==> src/rtl/ocm_pkg.sv <==
`timescale 1ns / 1ps
package ocm_pkg;

  localparam int X_W = 12;
  localparam int P_W = 16;
  localparam int CFG_W = 16;
  localparam int COORD_BITS_DEF = 12;
  localparam int PIXEL_BITS_DEF = 16;
  localparam int MAX_OBJECT_AREA_DEF = 65536;
  localparam int QDEPTH_DEF = 4;

  localparam logic [1:0] CFG_MIN_AREA = 2'd0;
  localparam logic [1:0] CFG_MAX_AREA = 2'd1;
  localparam logic [1:0] CFG_MIN_ASPECT = 2'd2;
  localparam logic [1:0] CFG_MAX_ASPECT = 2'd3;

  localparam logic [1:0] ST_OK = 2'd0;
  localparam logic [1:0] ST_ASPECT = 2'd1;
  localparam logic [1:0] ST_AREA = 2'd2;
  localparam logic [1:0] ST_ZERO = 2'd3;

  typedef struct packed {
    logic [11:0] pixel_x;
    logic [11:0] pixel_y;
    logic [15:0] pixel_value;
    logic [15:0] background_level;
    logic        in_object;
    logic        last_pixel;
  } pix_t;

  typedef struct packed {
    logic [1:0]  status;
    logic [19:0] centroid_x;
    logic [19:0] centroid_y;
    logic [19:0] sigma_x;
    logic [19:0] sigma_y;
    logic [31:0] intensity_sum;
    logic [16:0] object_area;
  } res_t;

  typedef struct packed {
    logic [16:0] count;
    logic [31:0] wsum;
    logic [43:0] xs;
    logic [43:0] ys;
    logic [55:0] xxs;
    logic [55:0] yys;
    logic [11:0] bx_min;
    logic [11:0] bx_max;
    logic [11:0] by_min;
    logic [11:0] by_max;
  } rec_t;

  typedef struct packed {
    logic [15:0] min_area;
    logic [15:0] max_area;
    logic [15:0] min_aspect;
    logic [15:0] max_aspect;
  } cfg_t;

  localparam rec_t REC_CLR = '{count: '0, wsum: '0, xs: '0, ys: '0, xxs: '0, yys: '0,
                               bx_min: '1, bx_max: '0, by_min: '1, by_max: '0};

  typedef enum logic [3:0] {
    BK_IDLE, BK_CHECK, BK_CLASS, BK_CDIV, BK_MULA, BK_MULB, BK_ROOT, BK_SDIV, BK_DONE
  } bk_state_t;

endpackage

==> src/rtl/ocm_queue.sv <==
`timescale 1ns / 1ps
module ocm_queue #(
  parameter int DEPTH = ocm_pkg::QDEPTH_DEF,
  parameter int CW = $clog2(DEPTH + 1)
) (
  input  logic          clk,
  input  logic          rst_n,
  input  logic          push,
  input  ocm_pkg::rec_t push_rec,
  input  logic          pop,
  output ocm_pkg::rec_t head,
  output logic          empty,
  output logic [CW-1:0] count
);
  import ocm_pkg::*;

  localparam int PW = $clog2(DEPTH);

  rec_t          mem_r [DEPTH];
  logic [PW-1:0] wr_r, rd_r;
  logic [CW-1:0] cnt_r;

  always_ff @(posedge clk) begin
    if (push) mem_r[wr_r] <= push_rec;
  end

  always_ff @(posedge clk) begin
    if (!rst_n) begin
      wr_r <= '0;
      rd_r <= '0;
      cnt_r <= '0;
    end else begin
      if (push) wr_r <= (wr_r == PW'(DEPTH - 1)) ? '0 : wr_r + PW'(1);
      if (pop) rd_r <= (rd_r == PW'(DEPTH - 1)) ? '0 : rd_r + PW'(1);
      if (push && !pop) cnt_r <= cnt_r + CW'(1);
      else if (pop && !push) cnt_r <= cnt_r - CW'(1);
    end
  end

  assign head = mem_r[rd_r];
  assign empty = (cnt_r == '0);
  assign count = cnt_r;

  a_no_overflow: assert property (@(posedge clk) disable iff (!rst_n)
    push |-> (cnt_r != CW'(DEPTH)) || pop) else $error("queue overflow");
  a_no_underflow: assert property (@(posedge clk) disable iff (!rst_n)
    pop |-> cnt_r != '0) else $error("queue underflow");

endmodule

==> config.mk <==
export PLATFORM = sky130hd
export DESIGN_NAME = ocm_queue
export DESIGN_NICKNAME = d
export VERILOG_FILES = /design/src/rtl/ocm_pkg.sv /design/src/rtl/ocm_queue.sv
export SDC_FILE = /design/constraint.sdc
export NUM_CORES = 1
export LEC_CHECK = 0
export BUFFER_PORTS_ARGS = -buffer_cell sky130_fd_sc_hd__buf_4
export CAP_MARGIN = 10
export CORE_MARGIN = 3
export CORE_UTILIZATION = 32
export DETAILED_ROUTE_END_ITERATION = 7
export GPL_TIMING_DRIVEN = 0
export PLACE_DENSITY_LB_ADDON = 0.05
export SYNTH_ARGS = -nofsm -noshare
export SYNTH_HDL_FRONTEND = slang
export SYNTH_SLANG_ARGS = --single-unit
export TNS_END_PERCENT = 5
==> constraint.sdc <==
create_clock -name clk -period 10.65 [get_ports clk]
set_input_delay 1.5975 -clock clk [delete_from_list [all_inputs] [get_ports clk]]
set_output_delay 1.5975 -clock clk [all_outputs]
set_load 0.05 [all_outputs]
; After elaboration in Yosys (flattened, before gate mapping)
; Memory sizes are Yosys's and may differ from the RTL's. A register that Yosys moved wholly into a read port is not among the register bits.
; Index checks and enable logic that the tools add are counted.
[word_totals]
register_bits = 7
ramBits = 1188
output_inout_bits = 301
wordCells = 24
n_memories = 1
[classes]
add_sub_neg = 4
n_eq_ne = 2
muxes = 8
reduce_logical = 6
[mem_list]
columns = memory, depth, width, read_ports, rd_clocked_by_memory_dff, write_ports, line
row1 = mem_r, 4, 297, 1, 1, 1, ocm_queue.sv:19  ; rec_t mem_r [DEPTH];
[ops]
columns = cell, n
row1 = 2-bit two-way mux, 4
row2 = 3-bit two-way mux, 2
row3 = "2-bit by 1-bit adder with 2-bit output, second input constant", 2
row4 = "2-bit equality test, second input constant", 2
row5 = "3-bit by 1-bit adder with 3-bit output, second input constant", 1
row6 = 3-bit logical NOT, 1
row7 = "3-bit by 1-bit subtractor with 3-bit output, second input constant", 1
row8 = 1-bit logical AND, 2
row9 = 1-bit logical NOT, 2
row10 = 1-bit two-way mux, 2
row11 = 2-bit nonzero test, 1

; Logic depth before layout (Yosys ltp)
[depth]
word_depth = 4
mapped_depth = 7

; Worst setup path after synthesis
; No wires, ideal clock.
[synth_path]
kind = input to register
from = input push
to = memory mem_r[0][0] in the netlist's numbering, enable pin
setup_time_ns = 0.695
arrival_ns = 8.297
slack_ns = 1.658
path_stages = 1
cell_sequence = and2_1
[synth_between]
elab_chain_cells = 2
[synth_lines]
columns = item, line
row1 = start: declaration, ocm_queue.sv:8  ; input logic push,
row2 = 1-bit two-way mux, ocm_queue.sv:24  ; if (push) mem_r[wr_r] <= push_rec;
row3 = 1-bit two-way mux (implied by the code), ocm_queue.sv:24
row4 = end: declaration, ocm_queue.sv:19
; No other way between the ends.

==> results.yml <==
run_status:
  run_status: "complete, no violations"
synth:
  netlist_instances: 1594
  post_synth_most_frequent_cells: "sky130_fd_sc_hd__edfxtp_1 (1188), sky130_fd_sc_hd__mux4_2 (297), sky130_fd_sc_hd__buf_2 (33)"
  synth_sequential_area_ratio: 0.828
  seq_cells_post_synth: 1197
  syn-cell-area_um2: 43300
  synth_area_leader_cell: "sky130_fd_sc_hd__edfxtp_1"
  synth_most_common_cell: "sky130_fd_sc_hd__edfxtp_1"
  synth_area_per_cell_um2: 27.2
  synth_top_area_share: 0.824
  async_set_or_reset_flop_fraction_in_the_synthesized_netlist: 0
  yosysUniqueCellTypes: 20
  ys.warnings.count: 0
  postSynth.topFlopCell: "sky130_fd_sc_hd__edfxtp_1"
  synth_top_area_cells: "sky130_fd_sc_hd__edfxtp_1 (82%), sky130_fd_sc_hd__mux4_2 (15%), sky130_fd_sc_hd__buf_6 (0.70%), sky130_fd_sc_hd__dfxtp_1 (0.42%), sky130_fd_sc_hd__buf_2 (0.38%)"
  count_of_flip_flops_with_a_built_in_enable_after_synthesis: 1188
  postSynthNetCount: 1902
critical_path:
  critical_path_required_ps: 9050
  timing.critical_path.arrival_ps: 2780
  crit_fanout: 10
  timing.critical_path.to_type: "output pin"
  cp-start-kind: "flop"
  timing_worst_setup_path_type: "reg -> out"
cells_and_area:
  drive_above_1_share: 0.472
  num-nets-final: 2668
  layout.filler_cells: 11753
  seq_area_um2: 35900
  layout_area_overhead_pct: 27.5
  finalCoreUtilization: 0.412
  final_cells: 4249
  multiInputGateArea_um2: 6950
  fin_area_um2: 55200
placement:
  detailedPlacementHpwl_um: 69400
  io_buffer_count: 601
  placement.cell_area_um2: 50700
  gp_congestion: 0.696
  placedCellCount: 3989
drt:
  antenna_violating_nets_post_route: 0
  detail_route.first_pass.iterations: 6
  drt_drc_violations_left: 0
  drtIter0Drc: 1040
  drt_wl_total_um: 106000
  vias: 19643
  wire_per_inst_um: 25.0
  detail_routed_via_count_per_cell: 4.62
sta:
  finalWorstPathRequiredPeriod_ps: 4370
  finalHoldWorstSlack_ps: 546
  post-route-period-util: 0.411
  final_hold_viol_count: 0
  final-max-slew-violation-count: 0
  timing.slew.headroom: 0.477
  max_slew.worst_pin.slew_ps: 784
  clock_skew_ps: 26.6
  timing.fmax_ghz: 0.229
  grt_setup_unrepaired: "no"
  final-setup-viol-count: 0
floorplanning:
  chipWidth_um: 374
  die_area_um2: 140000
  count_of_pins_on_the_block_boundary: 602
  row_count: 134
  die_height_um: 374
  core_area_um2: 134000
  initial_core_util: 0.323
clock_network:
  htree_num_levels: 4
  clkSlewWorstSetupHoldPaths_ps: 50
  postCtsResizedCells: 0
  cts_post_setup_buffers_inserted: 0
  tritoncts: "yes"
  tritoncts_num_sinks: 1197
  tritoncts.num_buffers: 137
  post_cts_hold_buffer_count: 0
  worst_skew_pair.late_latency_ps: 720
  clock_tree.root_cell: "sky130_fd_sc_hd__clkbuf_16"
  max-clock-path-buffers: 3
power:
  sequential_power_share: 0.469
  share_of_total_power_in_the_clock_network: 0.397
  netSwitchingFraction: 0.246
  pwrdens_nw_per_um2: 210
  total_leakage_power_nw: 18.4
  p_comb_frac: 0.134
  internal-power_mw: 8.75
  vdd.ir_drop.worst_mv: 0.129
  p_switching_mw: 2.85
global_route:
  grt_pass1_wl_um: 152000
  grt_util_all_layers: 0.151
  overflow: 0
  grt_antenna_before_repair: 22
  grt_pass1_vias: 21315
  largest_net_degree_at_the_start_of_global_routing: 50
run:
  max-cap-violations: 0
hold_path:
  min_path_type: "reg -> reg"
-- worst paths after layout --
kind              endpoint  depth (start not counted)  slack, ps      from
min reg2reg       count[2]                          2        550  count[2]
max reg2reg  mem_r[2][296]                          6       8000   wr_r[0]
max              head[104]                          5       6280      flop
min               count[2]                          2        550  count[2]
-- power groups by stage --
| stage | sequential [mW] | combinational, mW | clock (mW) |
|---|---|---|---|
| CTS | 5.45 | 1.60 | 4.78 |
| finish | 5.44 | 1.55 | 4.61 |
| floorplan | 5.60 | 0.971 | 0 |
| global route | 5.46 | 1.64 | 4.98 |
| global placement | 5.67 | 1.55 | 0 |
| detailed placement | 5.54 | 1.60 | 0 |
-- per-layer routing --
layer | GRT usage | wire length (um) | vias to the layer above
li1 | - | - | 8546
met1 | 0.172 | 39200 | 10412
met2 | 0.262 | 55300 | 512
met3 | 0.0626 | 9180 | 157
met4 | 0.0421 | 2310 | 16
met5 | 0 | 114 | -
-- kinds of logic after synthesis --
group / Yosys count / share of synthesized area
compound gates: 3 / 0.000462
xor+xnor: 2 / 0.000405
fa+ha+maj: 7 / 0.00220
buf+inv: 70 / 0.0117
flops: 1197 / 0.828
mux: 301 / 0.155
simple gates: 14 / 0.00191
-- worst max-delay path, cell delays in order, from the launching register on --
cell,delay [ps]
sky130_fd_sc_hd__dfxtp_1,300
sky130_fd_sc_hd__buf_2,360
sky130_fd_sc_hd__buf_2,400
sky130_fd_sc_hd__buf_2,390
sky130_fd_sc_hd__mux4_2,380
sky130_fd_sc_hd__buf_4,210
-- flip-flops by register name, indices dropped and copies added, names as in the netlist, named ones only --
name	cells
rd_r	2
wr_r	2
mem_r	1188
count	3
-- layout by cell type (no fill, tap or decap) --
cell type,instances
sky130_fd_sc_hd__inv_6,1
sky130_fd_sc_hd__clkinv_8,3
sky130_fd_sc_hd__edfxtp_1,1188
sky130_fd_sc_hd__inv_16,1
sky130_fd_sc_hd__nor3_1,2
sky130_fd_sc_hd__buf_16,24
sky130_fd_sc_hd__buf_4,601
sky130_fd_sc_hd__ha_1,6
sky130_fd_sc_hd__and2_4,4
sky130_fd_sc_hd__buf_6,27
sky130_fd_sc_hd__clkinvlp_4,1
sky130_fd_sc_hd__clkinv_1,25
sky130_fd_sc_hd__clkbuf_16,146
sky130_fd_sc_hd__mux4_2,297
sky130_fd_sc_hd__nor2b_1,5
sky130_fd_sc_hd__fa_1,1
sky130_fd_sc_hd__nor2_1,1
sky130_fd_sc_hd__dfxtp_1,9
sky130_fd_sc_hd__diode_2,12
sky130_fd_sc_hd__buf_12,2
sky130_fd_sc_hd__xor2_1,1
sky130_fd_sc_hd__buf_2,33
sky130_fd_sc_hd__o21a_1,1
sky130_fd_sc_hd__and2_1,1
sky130_fd_sc_hd__o21ai_0,1
sky130_fd_sc_hd__mux2i_1,4
sky130_fd_sc_hd__bufinv_16,13
sky130_fd_sc_hd__or3_1,1
sky130_fd_sc_hd__clkbuf_1,51
sky130_fd_sc_hd__xnor2_1,1
sky130_fd_sc_hd__clkinv_2,13
sky130_fd_sc_hd__a21boi_0,1
sky130_fd_sc_hd__inv_1,4
-- cell type report --
| class | instances | share of cell area |
|---|---|---|
| Tap cell | 1768 | 0.0401 |
| Timing Repair Buffer | 627 | 0.0944 |
| Clock inverter | 57 | 0.0115 |
| Buffer | 66 | 0.00890 |
| Inverter | 4 | 0.000272 |
| Sequential cell | 1197 | 0.649 |
| Clock buffer | 191 | 0.0692 |
| Multi-Input combinational cell | 327 | 0.126 |
| Antenna cell | 12 | 0.000544 |
-- metrics by stage --
step / TNS (ps) / power [mW] / setup WS [ps]
2_1_floorplan: 0 / 6.57 / 1660
3_3_place_gp: -6676420 / 7.22 / -5710
3_5_place_dp: 0 / 7.14 / 6760
4_1_cts: 0 / 11.8 / 6030
5_1_grt: 0 / 12.1 / 6070
6_report: 0 / 11.6 / 6280
(Power assumes the default switching activity.)
