## src/rtl/ocm_pkg.sv

```systemverilog
`timescale 1ns / 1ps
package ocm_pkg;

  localparam int X_W = 12;
  localparam int P_W = 16;
  localparam int CFG_W = 16;
  localparam int COORD_BITS_DEF = 12;
  localparam int PIXEL_BITS_DEF = 16;
  localparam int MAX_OBJECT_AREA_DEF = 65536;
  localparam int QDEPTH_DEF = 4;

  localparam logic [1:0] CFG_MIN_AREA = 2'd0;
  localparam logic [1:0] CFG_MAX_AREA = 2'd1;
  localparam logic [1:0] CFG_MIN_ASPECT = 2'd2;
  localparam logic [1:0] CFG_MAX_ASPECT = 2'd3;

  localparam logic [1:0] ST_OK = 2'd0;
  localparam logic [1:0] ST_ASPECT = 2'd1;
  localparam logic [1:0] ST_AREA = 2'd2;
  localparam logic [1:0] ST_ZERO = 2'd3;

  typedef struct packed {
    logic [11:0] pixel_x;
    logic [11:0] pixel_y;
    logic [15:0] pixel_value;
    logic [15:0] background_level;
    logic        in_object;
    logic        last_pixel;
  } pix_t;

  typedef struct packed {
    logic [1:0]  status;
    logic [19:0] centroid_x;
    logic [19:0] centroid_y;
    logic [19:0] sigma_x;
    logic [19:0] sigma_y;
    logic [31:0] intensity_sum;
    logic [16:0] object_area;
  } res_t;

  typedef struct packed {
    logic [16:0] count;
    logic [31:0] wsum;
    logic [43:0] xs;
    logic [43:0] ys;
    logic [55:0] xxs;
    logic [55:0] yys;
    logic [11:0] bx_min;
    logic [11:0] bx_max;
    logic [11:0] by_min;
    logic [11:0] by_max;
  } rec_t;

  typedef struct packed {
    logic [15:0] min_area;
    logic [15:0] max_area;
    logic [15:0] min_aspect;
    logic [15:0] max_aspect;
  } cfg_t;

  localparam rec_t REC_CLR = '{count: '0, wsum: '0, xs: '0, ys: '0, xxs: '0, yys: '0,
                               bx_min: '1, bx_max: '0, by_min: '1, by_max: '0};

  typedef enum logic [3:0] {
    BK_IDLE, BK_CHECK, BK_CLASS, BK_CDIV, BK_MULA, BK_MULB, BK_ROOT, BK_SDIV, BK_DONE
  } bk_state_t;

endpackage

```

## src/rtl/ocm_front.sv

```systemverilog
`timescale 1ns / 1ps
module ocm_front #(
  parameter int COORD_BITS = ocm_pkg::COORD_BITS_DEF,
  parameter int PIXEL_BITS = ocm_pkg::PIXEL_BITS_DEF,
  parameter int MAX_OBJECT_AREA = ocm_pkg::MAX_OBJECT_AREA_DEF
) (
  input  logic          clk,
  input  logic          rst_n,
  input  logic          in_fire,
  input  ocm_pkg::pix_t in_pixel,
  output logic          push,
  output ocm_pkg::rec_t push_rec,
  output logic [1:0]    inflight
);
  import ocm_pkg::*;

  localparam int CB = (COORD_BITS < X_W) ? COORD_BITS : X_W;
  localparam int PB = (PIXEL_BITS < P_W) ? PIXEL_BITS : P_W;
  localparam logic [X_W-1:0] CMASK = X_W'((33'd1 << CB) - 33'd1);
  localparam logic [P_W-1:0] PMASK = P_W'((33'd1 << PB) - 33'd1);
  localparam logic [16:0] ACAP = (MAX_OBJECT_AREA < 131071) ?
                                 17'(MAX_OBJECT_AREA) : 17'd131071;

  logic [X_W-1:0] x_in, y_in;
  logic [P_W-1:0] v_in, bg_in;

  logic           vld1_r, vld2_r;
  logic           mem1_r, mem2_r, wv1_r, wv2_r, last1_r, last2_r;
  logic [X_W-1:0] x1_r, y1_r, x2_r, y2_r;
  logic [23:0]    xx1_r, yy1_r;
  logic [P_W-1:0] d1_r, d2_r;
  logic [27:0]    xd2_r, yd2_r;
  logic [39:0]    xxd2_r, yyd2_r;
  rec_t           acc_r, acc_nxt;

  logic [32:0] ws_s;
  logic [44:0] xs_s, ys_s;
  logic [56:0] xxs_s, yys_s;

  assign x_in = in_pixel.pixel_x & CMASK;
  assign y_in = in_pixel.pixel_y & CMASK;
  assign v_in = in_pixel.pixel_value & PMASK;
  assign bg_in = in_pixel.background_level & PMASK;

  always_ff @(posedge clk) begin
    if (!rst_n) begin
      vld1_r <= 1'b0;
      vld2_r <= 1'b0;
    end else begin
      vld1_r <= in_fire;
      vld2_r <= vld1_r;
    end
  end

  always_ff @(posedge clk) begin
    x1_r <= x_in;
    y1_r <= y_in;
    xx1_r <= 24'(x_in) * 24'(x_in);
    yy1_r <= 24'(y_in) * 24'(y_in);
    d1_r <= v_in - bg_in;
    wv1_r <= v_in >= bg_in;
    mem1_r <= in_pixel.in_object;
    last1_r <= in_pixel.last_pixel;
    x2_r <= x1_r;
    y2_r <= y1_r;
    d2_r <= d1_r;
    wv2_r <= wv1_r;
    mem2_r <= mem1_r;
    last2_r <= last1_r;
    xd2_r <= 28'(x1_r) * 28'(d1_r);
    yd2_r <= 28'(y1_r) * 28'(d1_r);
    xxd2_r <= 40'(xx1_r) * 40'(d1_r);
    yyd2_r <= 40'(yy1_r) * 40'(d1_r);
  end

  assign ws_s = {1'b0, acc_r.wsum} + 33'(d2_r);
  assign xs_s = {1'b0, acc_r.xs} + 45'(xd2_r);
  assign ys_s = {1'b0, acc_r.ys} + 45'(yd2_r);
  assign xxs_s = {1'b0, acc_r.xxs} + 57'(xxd2_r);
  assign yys_s = {1'b0, acc_r.yys} + 57'(yyd2_r);

  always_comb begin
    acc_nxt = acc_r;
    if (mem2_r) begin
      if (acc_r.count < ACAP) acc_nxt.count = acc_r.count + 17'd1;
      if (x2_r < acc_r.bx_min) acc_nxt.bx_min = x2_r;
      if (x2_r > acc_r.bx_max) acc_nxt.bx_max = x2_r;
      if (y2_r < acc_r.by_min) acc_nxt.by_min = y2_r;
      if (y2_r > acc_r.by_max) acc_nxt.by_max = y2_r;
      if (wv2_r) begin
        acc_nxt.wsum = ws_s[32] ? '1 : ws_s[31:0];
        acc_nxt.xs = xs_s[44] ? '1 : xs_s[43:0];
        acc_nxt.ys = ys_s[44] ? '1 : ys_s[43:0];
        acc_nxt.xxs = xxs_s[56] ? '1 : xxs_s[55:0];
        acc_nxt.yys = yys_s[56] ? '1 : yys_s[55:0];
      end
    end
  end

  always_ff @(posedge clk) begin
    if (!rst_n) begin
      acc_r <= REC_CLR;
    end else if (vld2_r) begin
      acc_r <= last2_r ? REC_CLR : acc_nxt;
    end
  end

  assign push = vld2_r & last2_r;
  assign push_rec = acc_nxt;
  assign inflight = 2'(vld1_r & last1_r) + 2'(vld2_r & last2_r);

endmodule

```

## config.mk

```make
export PLATFORM = sky130hd
export DESIGN_NAME = ocm_front
export DESIGN_NICKNAME = d
export VERILOG_FILES = /design/src/rtl/ocm_pkg.sv /design/src/rtl/ocm_front.sv
export SDC_FILE = /design/constraint.sdc
export NUM_CORES = 2
export LEC_CHECK = 0
export ABC_AREA = 1
export CAP_MARGIN = 20
export CORE_ASPECT_RATIO = 0.75
export CORE_MARGIN = 4
export CORE_UTILIZATION = 50
export CTS_BUF_LIST = sky130_fd_sc_hd__clkbuf_8
export DETAILED_ROUTE_END_ITERATION = 7
export DONT_BUFFER_PORTS = 1
export PLACE_DENSITY_LB_ADDON = 0.1
export SLEW_MARGIN = 20
export SYNTH_ARGS = -nofsm -noshare
export SYNTH_HDL_FRONTEND = slang
export SYNTH_SLANG_ARGS = --single-unit
```

## constraint.sdc

```tcl
create_clock -name clk -period 13.8 [get_ports clk]
set_input_delay 2.76 -clock clk [delete_from_list [all_inputs] [get_ports clk]]
set_output_delay 2.76 -clock clk [all_outputs]
set_load 0.005 [all_outputs]
```

* Yosys cells after proc, flatten, opt, wreduce, memory -nomap -nowiden
Cells that the tools add are included.
** Operators by class
- Add/subtract/negate cells :: 8
- Multiply operators :: 6
- Order comparisons :: 6
- Muxes and demuxes :: 13
- Bitwise operators :: 3
** Operator list (count)
- 297-bit 2-to-1 mux :: 2
- 232-bit 2-to-1 mux :: 1
- 56-bit by 40-bit adder with 57-bit output :: 2
- 56-bit 2-to-1 mux :: 2
- 44-bit by 28-bit adder with 45-bit output :: 2
- 44-bit 2-to-1 mux :: 2
- 24-bit by 16-bit multiplier with 40-bit output :: 2
- 12-bit by 16-bit multiplier with 28-bit output :: 2
- 12-bit by 12-bit multiplier with 24-bit output :: 2
- 12-bit 2-to-1 mux :: 4
- 32-bit by 16-bit adder with 33-bit output :: 1
- 32-bit 2-to-1 mux :: 1
- 12-bit greater-than comparator :: 2
- 12-bit < comparator :: 2
- 17-bit by 1-bit adder with 17-bit output (second input constant) :: 1
- 17-bit < comparator (second input constant) :: 1
- 17-bit 2-to-1 mux :: 1
- 16-bit >= comparator :: 1
- 16-bit subtractor :: 1
- 1-bit bitwise AND :: 3
- 1-bit by 1-bit adder with 2-bit output :: 1
** Storage, ports and cells
- Flip-flop bits (word level) :: 569
- Input bits :: 61
- Logic and storage cells :: 66

* Longest topological paths before layout
- Word-level depth :: 5
- Depth in mapped cells :: 28
- Gate-level depth less buffers :: 26

* Worst setup path before layout
Ideal clock, no wire load.
- Path kind :: input to register
- From :: in in_pixel[39] in the netlist's numbering
- To :: reg yy1_r[20]
- Setup time :: 0.122 ns
- Arrival :: 7.008 ns
- Data required time :: 13.678 ns
- Setup slack :: 6.670 ns
- Stages :: 18
- Buffers on the path :: 1
- Path through :: clkbuf_1 > nand2_1 > fa_1 > fa_1 > inv_1 > fa_1 > inv_1 > fa_1 > inv_1 > fa_1 > ha_1 > a21oi_1 > o211ai_1 > a31oi_1 > o21bai_1 > nand2_1 > nand2_1 > xor2_1
** On the way
- Word-level cells in the longest chain between the ends :: 1
** Ends and longest elaborated chain
- from (decl) :: RTL line ocm_front.sv:10 : input ocm_pkg::pix_t in_pixel,
- 12-bit by 12-bit multiplier with 24-bit output :: RTL line ocm_front.sv:59 : yy1_r <= 24'(y_in) * 24'(y_in);
- to (signal assigned) :: RTL line ocm_front.sv:59
- to (decl) :: RTL line ocm_front.sv:30 : logic [23:0] xx1_r, yy1_r;
Every way passes these cells.
A chain may end at the register's enable or synchronous reset.

==> run summary <==
Counting stages on the worst path, the most repeated cell is nand2_1. The first global-routing pass estimated 401800 um of wire. For this design, the sink count on the clock tree is 563.

The maximum number of pins on one net before global-route repair was 171. The number of DRC markers after the initial detailed-route iteration came out at 5772. The peak-usage layer in the global routing report is met2. The run gives 0.1688 sq mm as the die footprint. Routability-driven placement finished with a final weighted congestion of 0.9706.

Starting density of the core: 50.54%. The commonest non-fill, non-tap cell in the layout was nand2_1. Together, buffers and inverters on the worst path number 3. The routed wire length was 252700 um; the final cycle utilization of the critical path was 54.22%. After detailed routing, the number of vias per cell comes to 5.271. Across the routed clock network, the largest skew measured is 66.75 ps. The quantity of hold-fixing buffers added after cts came out at 0. In this run the standard cell core region covers 0.1605 sq mm.

The later pin in the worst-skew pair is clocked with a latency of 880 ps. Clock input transition at the sequential cells of the worst setup and hold paths: 60 ps. The clock root buffer master is clkbuf_8. The measured slew at the worst slew-check pin was 1110 ps.

The number of instances resized during post-cts repair is 0, and the vertical die dimension is 356.8 um. For this run, the register share of the synthesized area comes to 13.90%. In this run the tool buffered the top-level ports with 0 buffer cells. For the finished layout, the period the worst path requires is 7483 ps. The number of antenna violations at the first check in global routing was 4; the number of detailed-routing iterations run before antenna repair was 7. The most used flip-flop cell after synthesis is dfxtp_1. The tools report the maximum achievable frequency as 133.6 MHz. The area share of the leading cell type in the synthesized netlist is 25.67%, and the remaining antenna violation count after routing is 0.

The number of pins with negative max-slew slack in the final report is 0. The number of clock buffers added by TritonCTS is 100. Global routing finished with a remaining overflow of 0. The delay of the slowest cell on the worst path works out to 740 ps. For the total negative setup slack, the log shows 0 ps.

The run gives 11040 ps as the required time reported for the critical path endpoint. By area the synthesized netlist is led by fa_1 26%, nand2_1 15%, dfxtp_1 14%. Summing all multi-input logic gate instances after layout gives 0.05842 sq mm. Setup repair after global routing left no endpoint under its margin.

The cell at the slowest stage of the critical path was a21boi_0. Across the run, the number of max-cap violations was 0. The logs give 3 for the maximum buffer depth of the clock tree and 4720 ps for the arrival time at the worst endpoint. After synthesis, the mean cell area works out to 7.029 sq um. The logs give 0 for the count of final hold-check violations and 52.91% for the final core area utilization.

The H-tree generated during clock tree synthesis spans 3 levels. On the critical path the largest part of the delay comes from simple AND/OR/NAND/NOR gates. Global routing consumed, on the met1 layer, 44.46% of the routing resources. The worst setup path is launched from a flop.

Once detailed placement completed, the half-perimeter wirelength came to 201100 um. 361 I/O pins were placed. Relative area change from synthesis to final layout: 4.699%. Setup violations remaining at the end of the flow were counted as 0.

The number of filler instances in the final layout is 15.95k, and the placement row count is 127. The critical path in this run is classified as flop to output pin. The total global-route track usage was 29.99%. In the final routed layout, each cell accounts on average for 18.75 um. The number of vias in the routed layout came out at 71.02k.

TritonCTS built the clock tree. The tightest min-delay check is of the flop to flop type. The via count of the first global-routing pass is 70.72k. After technology mapping, the gate count stands at 11.54k. For this run, the number of Yosys warnings is 0. The synthesized design contains 0 enable-type register cells. Headroom to the max-slew limit came out at 25.98%.

The flow ran to the end, and the final reports show no timing, DRC or antenna violations. The cell type contributing the most total cell area after synthesis is fa_1. The die is 473.1 um wide. The maximum fanout count along the critical path works out to 46. Walking the worst path, the cells encountered are ha_1 > inv_1 > fa_1 > inv_1 > nand3_1 > nand2_1 > nand2_1 > nand2_1 > nand2_1 > nand3_2 > nand2_2 > nand2_4 > a21oi_4 > buf_4 > a21boi_0. After detailed routing, the number of remaining DRC violations is 0. For the met2 demand-to-capacity share in global routing, the log shows 46.62%. After the last flow step, the layout net total stands at 13.05k. The register cell area after layout is 0.01130 sq mm. The synthesized cell area is 0.08111 sq mm.

Buffer count from post-CTS setup fixing: 0. The count of distinct cell types in the synthesized netlist is 64, and the post-synthesis register bit count is 563. The met3 routing resource usage after global routing is 4.266%. The tools report the endpoint kind of the worst setup timing path as an output pin. The share of synthesized registers carrying an async set or reset is 0%. The library cells used most frequently in the layout, excluding fill and tap cells, are 3336 x nand2_1, 2566 x inv_1, 1040 x fa_1. Fraction of final layout cells sized beyond drive strength 1: 4.003%.
## stage by stage
stage	instance area, sq um	instances	setup WS (ps)	hold slack (ps)
2_1_floorplan	81170	11560	6670	309.6
6_report	84920	13470	6317	334.8
3_5_place_dp	82520	13290	6599	314.2
4_1_cts	84880	13470	6316	336.6
3_3_place_gp	82520	13290	6621	310.2
5_1_grt	84920	13470	6208	346.0
## synth_stat cells, types with 25 or more instances
library cell / n
xor2_1: 165
buf_1: 33
fa_1: 1040
o21a_1: 25
nand3_2: 32
nor3_1: 74
a31oi_1: 33
a21oi_1: 701
a21boi_0: 90
inv_1: 2552
or2_2: 105
nand3b_1: 40
nand4_1: 73
o211ai_1: 27
clkbuf_1: 386
nand2_1: 3336
o21ai_0: 257
nor2_1: 495
ha_1: 688
o21bai_1: 33
nand3_1: 430
buf_2: 29
xnor2_1: 139
dfxtp_1: 563
## cells by family after synthesis
kind of cell    count (synthesis)  synth area share, %
xor+xnor                      304                3.283
other cells                     2             0.009259
buf+inv                      3026                14.17
fa+ha+maj                    1728                36.28
simple gates                 4652                23.64
compound gates               1265                8.722
flops                         563                13.90
## routing by layer
metal / vias to the layer above / routed length (um)
li1: 34160 / -
met1: 34400 / 119600
met2: 2185 / 109600
met3: 270 / 18220
met4: 2 / 5190
met5: - / 8
## layout make-up
cell class                      instances  share of cell area [%]
Antenna cell                            4                 0.01179
Clock buffer                          128                   2.074
Clock inverter                         55                  0.7101
Inverter                             2562                   11.35
Multi-Input combinational cell       7967                   68.79
Sequential cell                       563                   13.30
Tap cell                             2128                   3.135
Timing Repair Buffer                   66                  0.6217
## path summary, 6_finish.rpt
| kind | start | endpoint | slack (ps) | cells after the start |
|---|---|---|---|---|
| worst max-delay path | xxd2_r[0]$_DFF_P_ | push_rec[113] | 6320 | 15 |
| worst min-delay path | mem1_r$_DFF_P_ | mem2_r$_DFF_P_ | 330 | 0 |
| worst max register to register | d1_r[10]$_DFF_P_ | xxd2_r[28]$_DFF_P_ | 6750 | 20 |
| worst min register to register | mem1_r$_DFF_P_ | mem2_r$_DFF_P_ | 330 | 0 |
## registers in the layout (all words and copies together), names as in the netlist
| name | cells |
|---|---|
| mem2_r | 1 |
| acc_r | 297 |
| vld2_r | 1 |
| wv2_r | 1 |
| mem1_r | 1 |
| y1_r | 11 |
| y2_r | 12 |
| xxd2_r | 40 |
| last2_r | 1 |
| d1_r | 16 |
| last1_r | 1 |
| x1_r | 11 |
| vld1_r | 1 |
| xx1_r | 23 |
| xd2_r | 27 |
| yd2_r | 27 |
| x2_r | 12 |
| d2_r | 16 |
| wv1_r | 1 |
| yy1_r | 23 |
| yyd2_r | 40 |
Power is left out: the tool's default activity adds up to more than one toggle a clock period on the data nets, which glitch-free logic cannot reach.
