`config.mk`:
```
export PLATFORM = sky130hd
export DESIGN_NAME = ocm_back
export DESIGN_NICKNAME = d
export VERILOG_FILES = /design/src/rtl/ocm_pkg.sv /design/src/rtl/ocm_back.sv
export SDC_FILE = /design/constraint.sdc
export NUM_CORES = 2
export LEC_CHECK = 0
export BUFFER_PORTS_ARGS = -buffer_cell sky130_fd_sc_hd__buf_2
export CAP_MARGIN = 20
export CELL_PAD_IN_SITES_DETAIL_PLACEMENT = 1
export CELL_PAD_IN_SITES_GLOBAL_PLACEMENT = 1
export CORE_MARGIN = 4
export CORE_UTILIZATION = 35
export DETAILED_ROUTE_END_ITERATION = 7
export GPL_TIMING_DRIVEN = 0
export PLACE_DENSITY = 0.68
export SKIP_CTS_REPAIR_TIMING = 1
export SLEW_MARGIN = 10
export SYNTH_ARGS = -nofsm -noshare
export SYNTH_HDL_FRONTEND = slang
export SYNTH_SLANG_ARGS = --single-unit
```
`constraint.sdc`:
```
create_clock -name clk -period 116.2 [get_ports clk]
set_input_delay 5.81 -clock clk [delete_from_list [all_inputs] [get_ports clk]]
set_output_delay 5.81 -clock clk [all_outputs]
set_load 0.03 [all_outputs]
```
`src/rtl/ocm_pkg.sv`:
```
`timescale 1ns / 1ps
package ocm_pkg;

  localparam int X_W = 12;
  localparam int P_W = 16;
  localparam int CFG_W = 16;
  localparam int COORD_BITS_DEF = 12;
  localparam int PIXEL_BITS_DEF = 16;
  localparam int MAX_OBJECT_AREA_DEF = 65536;
  localparam int QDEPTH_DEF = 4;

  localparam logic [1:0] CFG_MIN_AREA = 2'd0;
  localparam logic [1:0] CFG_MAX_AREA = 2'd1;
  localparam logic [1:0] CFG_MIN_ASPECT = 2'd2;
  localparam logic [1:0] CFG_MAX_ASPECT = 2'd3;

  localparam logic [1:0] ST_OK = 2'd0;
  localparam logic [1:0] ST_ASPECT = 2'd1;
  localparam logic [1:0] ST_AREA = 2'd2;
  localparam logic [1:0] ST_ZERO = 2'd3;

  typedef struct packed {
    logic [11:0] pixel_x;
    logic [11:0] pixel_y;
    logic [15:0] pixel_value;
    logic [15:0] background_level;
    logic        in_object;
    logic        last_pixel;
  } pix_t;

  typedef struct packed {
    logic [1:0]  status;
    logic [19:0] centroid_x;
    logic [19:0] centroid_y;
    logic [19:0] sigma_x;
    logic [19:0] sigma_y;
    logic [31:0] intensity_sum;
    logic [16:0] object_area;
  } res_t;

  typedef struct packed {
    logic [16:0] count;
    logic [31:0] wsum;
    logic [43:0] xs;
    logic [43:0] ys;
    logic [55:0] xxs;
    logic [55:0] yys;
    logic [11:0] bx_min;
    logic [11:0] bx_max;
    logic [11:0] by_min;
    logic [11:0] by_max;
  } rec_t;

  typedef struct packed {
    logic [15:0] min_area;
    logic [15:0] max_area;
    logic [15:0] min_aspect;
    logic [15:0] max_aspect;
  } cfg_t;

  localparam rec_t REC_CLR = '{count: '0, wsum: '0, xs: '0, ys: '0, xxs: '0, yys: '0,
                               bx_min: '1, bx_max: '0, by_min: '1, by_max: '0};

  typedef enum logic [3:0] {
    BK_IDLE, BK_CHECK, BK_CLASS, BK_CDIV, BK_MULA, BK_MULB, BK_ROOT, BK_SDIV, BK_DONE
  } bk_state_t;

endpackage

```
`src/rtl/ocm_back.sv`:
```
`timescale 1ns / 1ps
module ocm_back (
  input  logic          clk,
  input  logic          rst_n,
  input  ocm_pkg::cfg_t cfg,
  input  ocm_pkg::rec_t head,
  input  logic          empty,
  output logic          pop,
  output logic          out_valid,
  output ocm_pkg::res_t out_result
);
  import ocm_pkg::*;

  localparam logic [5:0] DIV_LAST = 6'd63;
  localparam logic [5:0] MUL_LAST = 6'd43;
  localparam logic [5:0] ROOT_LAST = 6'd51;

  bk_state_t   st_r, st_nxt;
  logic        ax_r, emit;
  logic [5:0]  cnt_r;
  rec_t        rec_r;
  logic [1:0]  status_r, status_c;
  logic [19:0] cx_r, cy_r, sx_r, sy_r;
  logic [27:0] lo_r, hi_r;
  logic [19:0] wq_r;
  logic        hz_r;
  logic [11:0] bw, bh;

  logic [87:0]  mp_r, mc_r, a_r, mp_n;
  logic [43:0]  ml_r;
  logic [103:0] sn_r;
  logic [55:0]  srem_r, sq_t, sq_trial, srem_n;
  logic [51:0]  root_r, root_n;
  logic         sq_ge;
  logic [63:0]  dnum_r, dq_r, dq_n, q_rnd;
  logic [32:0]  drem_r, d_try, drem_n;
  logic         d_ge, rnd, m_le;
  logic [31:0]  wsum, thr;
  logic [19:0]  q_sat, qr_sat;
  logic [63:0]  cnum_x, cnum_y;
  logic         div_end, mul_end, root_end;
  logic         out_valid_r;
  res_t         out_r;

  assign wsum = rec_r.wsum;
  assign thr = wsum - (wsum >> 1);
  assign cnum_x = {12'b0, rec_r.xs, 8'b0} + {32'b0, wsum >> 1};
  assign cnum_y = {12'b0, rec_r.ys, 8'b0} + {32'b0, wsum >> 1};

  assign d_try = {drem_r[31:0], dnum_r[63]};
  assign d_ge = d_try >= {1'b0, wsum};
  assign drem_n = d_ge ? d_try - {1'b0, wsum} : d_try;
  assign dq_n = {dq_r[62:0], d_ge};
  assign q_sat = (|dq_n[63:20]) ? '1 : dq_n[19:0];
  assign rnd = drem_n[31:0] >= thr;
  assign q_rnd = dq_n + 64'(rnd);
  assign qr_sat = (|q_rnd[63:20]) ? '1 : q_rnd[19:0];

  assign mp_n = mp_r + (ml_r[0] ? mc_r : '0);
  assign m_le = a_r <= mp_n;

  assign sq_t = {srem_r[53:0], sn_r[103:102]};
  assign sq_trial = {2'b0, root_r, 2'b01};
  assign sq_ge = sq_t >= sq_trial;
  assign srem_n = sq_ge ? sq_t - sq_trial : sq_t;
  assign root_n = {root_r[50:0], sq_ge};

  assign div_end = cnt_r == DIV_LAST;
  assign mul_end = cnt_r == MUL_LAST;
  assign root_end = cnt_r == ROOT_LAST;

  assign bw = (rec_r.count == '0) ? '0 : rec_r.bx_max - rec_r.bx_min;
  assign bh = (rec_r.count == '0) ? '0 : rec_r.by_max - rec_r.by_min;

  always_comb begin
    if (hz_r || (28'(wq_r) < lo_r) || (28'(wq_r) > hi_r)) begin
      status_c = ST_ASPECT;
    end else if ((rec_r.count < 17'(cfg.min_area)) || (rec_r.count > 17'(cfg.max_area))) begin
      status_c = ST_AREA;
    end else if (wsum == '0) begin
      status_c = ST_ZERO;
    end else begin
      status_c = ST_OK;
    end
  end

  always_comb begin
    st_nxt = st_r;
    unique case (st_r)
      BK_IDLE:  if (!empty) st_nxt = BK_CHECK;
      BK_CHECK: st_nxt = BK_CLASS;
      BK_CLASS: st_nxt = (status_c == ST_OK) ? BK_CDIV : BK_DONE;
      BK_CDIV:  if (div_end && ax_r) st_nxt = BK_MULA;
      BK_MULA:  if (mul_end) st_nxt = BK_MULB;
      BK_MULB: begin
        if (mul_end) begin
          if (!m_le) st_nxt = BK_ROOT;
          else st_nxt = ax_r ? BK_DONE : BK_MULA;
        end
      end
      BK_ROOT:  if (root_end) st_nxt = BK_SDIV;
      BK_SDIV:  if (div_end) st_nxt = ax_r ? BK_DONE : BK_MULA;
      BK_DONE:  st_nxt = BK_IDLE;
      default:  st_nxt = BK_IDLE;
    endcase
  end

  always_comb begin
    pop = (st_r == BK_IDLE) && !empty;
    emit = (st_r == BK_DONE);
  end

  always_ff @(posedge clk) begin
    if (!rst_n) begin
      st_r <= BK_IDLE;
      out_valid_r <= 1'b0;
    end else begin
      st_r <= st_nxt;
      out_valid_r <= emit;
    end
  end

  always_ff @(posedge clk) begin
    cnt_r <= cnt_r + 6'd1;
    unique case (st_r)
      BK_IDLE: begin
        rec_r <= head;
        ax_r <= 1'b0;
      end
      BK_CHECK: begin
        lo_r <= 28'(cfg.min_aspect) * 28'(bh);
        hi_r <= 28'(cfg.max_aspect) * 28'(bh);
        wq_r <= {bw, 8'b0};
        hz_r <= bh == '0;
      end
      BK_CLASS: begin
        status_r <= status_c;
        cx_r <= '0;
        cy_r <= '0;
        sx_r <= '0;
        sy_r <= '0;
        dnum_r <= cnum_x;
        drem_r <= '0;
        dq_r <= '0;
        cnt_r <= '0;
      end
      BK_CDIV: begin
        dnum_r <= dnum_r << 1;
        drem_r <= drem_n;
        dq_r <= dq_n;
        if (div_end) begin
          cnt_r <= '0;
          drem_r <= '0;
          dq_r <= '0;
          if (!ax_r) begin
            cx_r <= q_sat;
            dnum_r <= cnum_y;
            ax_r <= 1'b1;
          end else begin
            cy_r <= q_sat;
            ax_r <= 1'b0;
            mp_r <= '0;
            mc_r <= {32'b0, rec_r.xxs};
            ml_r <= {12'b0, wsum};
          end
        end
      end
      BK_MULA: begin
        mp_r <= mp_n;
        mc_r <= mc_r << 1;
        ml_r <= ml_r >> 1;
        if (mul_end) begin
          a_r <= mp_n;
          mp_r <= '0;
          mc_r <= {44'b0, ax_r ? rec_r.ys : rec_r.xs};
          ml_r <= ax_r ? rec_r.ys : rec_r.xs;
          cnt_r <= '0;
        end
      end
      BK_MULB: begin
        mp_r <= mp_n;
        mc_r <= mc_r << 1;
        ml_r <= ml_r >> 1;
        if (mul_end) begin
          cnt_r <= '0;
          sn_r <= {a_r - mp_n, 16'b0};
          srem_r <= '0;
          root_r <= '0;
          if (m_le && !ax_r) begin
            ax_r <= 1'b1;
            mp_r <= '0;
            mc_r <= {32'b0, rec_r.yys};
            ml_r <= {12'b0, wsum};
          end
        end
      end
      BK_ROOT: begin
        sn_r <= sn_r << 2;
        srem_r <= srem_n;
        root_r <= root_n;
        if (root_end) begin
          cnt_r <= '0;
          dnum_r <= {12'b0, root_n};
          drem_r <= '0;
          dq_r <= '0;
        end
      end
      BK_SDIV: begin
        dnum_r <= dnum_r << 1;
        drem_r <= drem_n;
        dq_r <= dq_n;
        if (div_end) begin
          cnt_r <= '0;
          if (!ax_r) begin
            sx_r <= qr_sat;
            ax_r <= 1'b1;
            mp_r <= '0;
            mc_r <= {32'b0, rec_r.yys};
            ml_r <= {12'b0, wsum};
          end else begin
            sy_r <= qr_sat;
          end
        end
      end
      BK_DONE: begin
        out_r.status <= status_r;
        out_r.centroid_x <= cx_r;
        out_r.centroid_y <= cy_r;
        out_r.sigma_x <= sx_r;
        out_r.sigma_y <= sy_r;
        out_r.intensity_sum <= wsum;
        out_r.object_area <= rec_r.count;
      end
      default: ;
    endcase
  end

  assign out_valid = out_valid_r;
  assign out_result = out_r;

  a_strobe_single: assert property (@(posedge clk) disable iff (!rst_n)
    out_valid_r |=> !out_valid_r) else $error("result strobe held");
  a_pop_idle: assert property (@(posedge clk) disable iff (!rst_n)
    pop |=> st_r == BK_CHECK) else $error("pop outside idle");

endmodule

```
Word-level counts from Yosys, hierarchy flattened

Cells that the tools add are included.

Add/sub/neg operators: 11
Multipliers: 2
Div/mod/pow operators: 0
Magnitude comparators: 8
Equality and inequality tests: 23
Shifts and indexed selects: 0
Mux-type cells: 82
Bitwise logic cells: 0
Reductions and logical operators: 33

Operator list:

| cell              | count |
|---|---|
| $mux W88          | 15 |
| $pmux W88 S4      | 2 |
| $mux W44          | 6 |
| $pmux W64 S4      | 1 |
| $pmux W63 S4      | 1 |
| $pmux W104 S2     | 1 |
| $mux W20          | 10 |
| $mux W64          | 3 |
| $pmux W44 S4      | 1 |
| $pmux W20 S2      | 4 |
| $pmux W32 S4      | 1 |
| $mux W63          | 2 |
| $mux W54          | 2 |
| $pmux W54 S2      | 1 |
| $add A52 B31 Y53  | 2 |
| $mux W104         | 1 |
| $pmux W52 S2      | 1 |
| $mux W32          | 3 |
| $add A88 B88 Y88  | 1 |
| $le A88 B88 Y1    | 1 |
| $reduce_or A44 Y1 | 2 |
| $sub A88 B88 Y88  | 1 |
| $mux W43          | 2 |
| $add A64 B1 Y64   | 1 |
| other kinds (43)  | 94 |

Bits in registers: 1268
Latch bits: 0
Memory bits (writable): 0
ROM bits: 0
Output and inout port bits: 133
Memories kept: 0

Longest topological paths before layout

Word-level depth: 9
Depth in mapped cells: 44
Mapped depth without buffers: 39

Worst setup path after synthesis

OpenSTA, ideal clock, no wires.

Path kind: register to register
Start point: register st_r[0]
End point: register st_r[3]
Setup time: 0.160 ns
Data arrival time: 36.217 ns
Required time: 116.040 ns
Setup slack: 79.823 ns
Stages on the path, launching flop included: 5
Path buffers: 1
Clock period less this slack: 36.377 ns
Path through: dfxtp_1 -> clkbuf_1 -> nor4_1 -> a222oi_1 -> and4b_1

Cells in the longest elaborated chain, start to end: 3

Ends and longest elaborated chain:

| what                                 | RTL line        | RTL |
|---|---|---|
| from (decl)                          | ocm_back.sv:18  | `bk_state_t st_r, st_nxt;` |
| from (signal assigned)               | ocm_back.sv:118 | `st_r <= st_nxt;` |
| $eq A4 B2 Y1 (tied with other cells) | ocm_back.sv:89  | `unique case (st_r)` |
| $ne A2 B2 Y1 (no line)               | n/a             |  |
| $reduce_and A6 Y1 (no line)          | n/a             |  |

Several ways; a longest one is shown, not always the timed one.
A chain may end at the register's enable or synchronous reset.

Worst setup path in the final report

Start point: input empty
End point: output pop

Cells in the longest elaborated chain, start to end: 2

Ends and longest elaborated chain:

| what                | RTL line        | RTL |
|---|---|---|
| from (decl)         | ocm_back.sv:7   | `input logic empty,` |
| $logic_not A1 Y1    | ocm_back.sv:109 | `pop = (st_r == BK_IDLE) && !empty;` |
| $logic_and A1 B1 Y1 | ocm_back.sv:109 |  |
| to (decl)           | ocm_back.sv:8   | `output logic pop,` |

Every way passes these cells.

==> results by group <==
Worst setup path
  • Critical path class: in2out
  • Crit-path max FO: 2
  • Critical path's slowest cell: buf_2
  • Crit end category: output port
  • Crit-path most repeated cell: buf_2
  • Worst Setup Start Kind: primary input
  • CP Cell Sequence: buf_2 > nor2b_1 > buf_2
  • Critical path arrival: 6.32 ns
  • Max stage delay on crit path: 0.20 ns
  • CP required: 110.39 ns

Placed design
  • Final HPWL DP: 237000 µm
  • GP Congestion: 0.897
  • Port-buffer cells: 496

Final layout
  • # fillers: 26.3k
  • NumNets Final: 9870
  • Area Growth Syn to Fin: 16.0%
  • Share of layout cells above drive strength 1: 10.8%

Floorplan
  • Die width: 492 µm
  • Rows: 177
  • Die Ht: 492 µm
  • Core Area: 0.233 mm²
  • Starting Density: 35.2%
  • Die area: 0.242 mm²
  • IO Pins: 497

Timing
  • Min Tclk post-route: 12.13 ns
  • RSZ-0062 raised after global routing: false
  • Rel. slew slack: 17.1%
  • Max Clock Freq: 82.4 MHz
  • Post-route setup TNS: 0 ns
  • Least-Margin Pin Slew: 1.23 ns
  • Fin crit share: 10.4%
  • Final setup vio count: 0
  • Clock skew: 0.0370 ns
  • Final hold vios: 0
  • Final slew viol count: 0

Logic synthesis
  • Async set-reset flop share out of synthesis: 0%
  • Post-synthesis register bit count: 1252
  • Cell Area, Synth: 0.0820 mm²
  • Synth Area per Inst: 10.5 µm²
  • Synth area leaders: edfxtp_1, ha_1, fa_1
  • Cell taking the most area after synthesis: edfxtp_1
  • Top_reg_cell synth: edfxtp_1
  • Yosys top cell area share: 45.4%
  • Library cells used by synthesis: 80
  • Syn Nets: 9094
  • Cells after Synth: 7844
  • Number of enable flip-flop cells after synthesis: 1241
  • Ys Warns: 0
  • Sequential-to-total area share from yosys stat: 45.7%

Detailed routing
  • 1st-pass router iterations: 8
  • Via-to-Cell Ratio: 5.38
  • Avg WL per Cell: 24.5 µm
  • DR DRC count: 0
  • DRT Wirelength: 292000 µm
  • Initial DRC Count: 4453
  • Post-route ant nets: 0
  • Via Count: 64.0k

Min path
  • HP Class: reg2reg

Outcome
  • Status: finished clean

CTS
  • CTS buffer count: 151
  • Max clock buf depth: 3
  • Worst-Skew Late Latency: 0.84 ns
  • Clk pin slew, worst setup/hold paths: 0.06 ns
  • Clock Sinks: 1252
  • H-tree levels: 4
  • Root buf cell: clkbuf_16
  • CTS tree: yes

GRT
  • Gr ovfl total: 0
  • Aggregate global-route resource usage: 23.5%
  • Largest net degree at the start of global routing: 46
  • Initial antenna violation count: 29
  • First-pass GRT wire length: 434000 µm
  • Vias in the first global route: 67.8k

Job
  • Max-cap violation count: 0
==> state kept, by name (all words and copies together), names as in the netlist, 52 cells and up <==
| register | flops |
|---|---|
| root_r | 52 |
| srem_r | 54 |
| mc_r | 88 |
| rec_r | 265 |
| out_result | 131 |
| a_r | 88 |
| sn_r | 88 |
| dnum_r | 64 |
| dq_r | 63 |
| mp_r | 88 |
==> cell type report <==
| class | count | area, µm² | share of cell area, % |
|---|---|---|---|
| timing repair buffer | 623 | 3920 | 4.12 |
| multi-input combinational | 5568 | 40800 | 42.9 |
| tap | 3132 | 3920 | 4.12 |
| antenna | 25 | 62.6 | 0.0657 |
| inverter | 705 | 2650 | 2.78 |
| clock buffer | 178 | 3940 | 4.14 |
| buffer | 319 | 1230 | 1.29 |
| sequential | 1252 | 37500 | 39.4 |
| clock inverter | 101 | 1180 | 1.24 |
==> logic make-up after synthesis <==
group | after synthesis | synth area share [%]
and+or+nand+nor | 2454 | 14.3
AOI/OAI and AO/OA | 1699 | 13.3
DFF | 1252 | 45.7
buffers and inverters | 1024 | 4.72
adders and majority gates | 886 | 16.1
xor gates and xnor gates | 427 | 4.56
muxes | 102 | 1.27
==> cell usage in the layout (no fill, tap or decap), drive strengths merged, types with 20 or more instances in the layout <==
cell       n
a221oi    84
nand2b    55
a21o     232
nor2     681
nor4      35
edfxtp  1241
clkinv    58
o211ai    41
a221o     37
inv      719
xnor2    277
and3      64
nand3    122
o21bai    78
o31ai     22
o22ai     22
or2       25
nand2    714
buf      650
a211oi    50
a31oi     47
a21oi    553
o21a      37
o21ai    320
ha       598
and2     377
nor3     118
mux2i     84
nand4    117
fa       288
a21boi    21
or3       22
clkbuf   468
diode     25
and4      20
xor2     150
nor2b     58
==> Yosys cell counts, types with 24 or more instances <==
cell / number
mux2i_1: 84
o211ai_1: 41
o21ai_0: 313
or2_2: 24
nand4_1: 117
and3_1: 64
nor3_1: 118
a211oi_1: 50
a21oi_1: 553
o21a_1: 37
xnor2_1: 277
inv_1: 705
nor2b_1: 58
a31oi_1: 47
edfxtp_1: 1241
nand3_1: 122
and2_1: 376
nand2b_1: 55
nor4_1: 35
nand2_1: 714
o21bai_1: 78
clkbuf_1: 290
a221o_1: 37
nor2_1: 681
ha_1: 598
fa_1: 288
a221oi_1: 83
a21o_1: 232
xor2_1: 150
==> per-stage QoR <==
step | cells | util [%] | hold slack, ns | cell area (µm²) | worst slack (ns)
global placement | 11500 | 38.0 | 0.403 | 88400 | 59.68
finish | 11900 | 40.8 | 0.416 | 95200 | 104.07
CTS | 11900 | 40.8 | 0.417 | 95100 | 104.07
floorplan | 7844 | - | 0.400 | 82000 | 79.82
global route | 11900 | 40.8 | 0.419 | 95100 | 103.77
detailed placement | 11600 | 38.6 | 0.406 | 90000 | 103.71
==> final timing paths <==
check                    startpoint                  endpoint  slack, ns  cells past startpoint
setup / recovery              empty                       pop     104.07                      3
hold / removal    sx_r[4]$_DFFE_PP_  out_result[73]$_DFFE_PP_       0.42                      0
setup reg to reg  ml_r[0]$_DFFE_PP_        mc_r[56]$_DFFE_PP_     104.53                     30
hold reg to reg   sx_r[4]$_DFFE_PP_  out_result[73]$_DFFE_PP_       0.42                      0
==> layer usage <==
layer  GRT usage (%)  part of all wire (%)
met1            30.2                    42
met5               0                 0.016
met3            3.46                   4.9
met2            40.2                    49
met4            8.81                   3.9
==> worst max-delay path: cells and delay by family <==
kind / cells / cell delay, ns
AND/OR/NAND/NOR: 1 / 0.13
buffers and inverters: 2 / 0.38
Power is not shown: default switching activity piles up to over one toggle a cycle in this logic, so the estimate is an artifact.
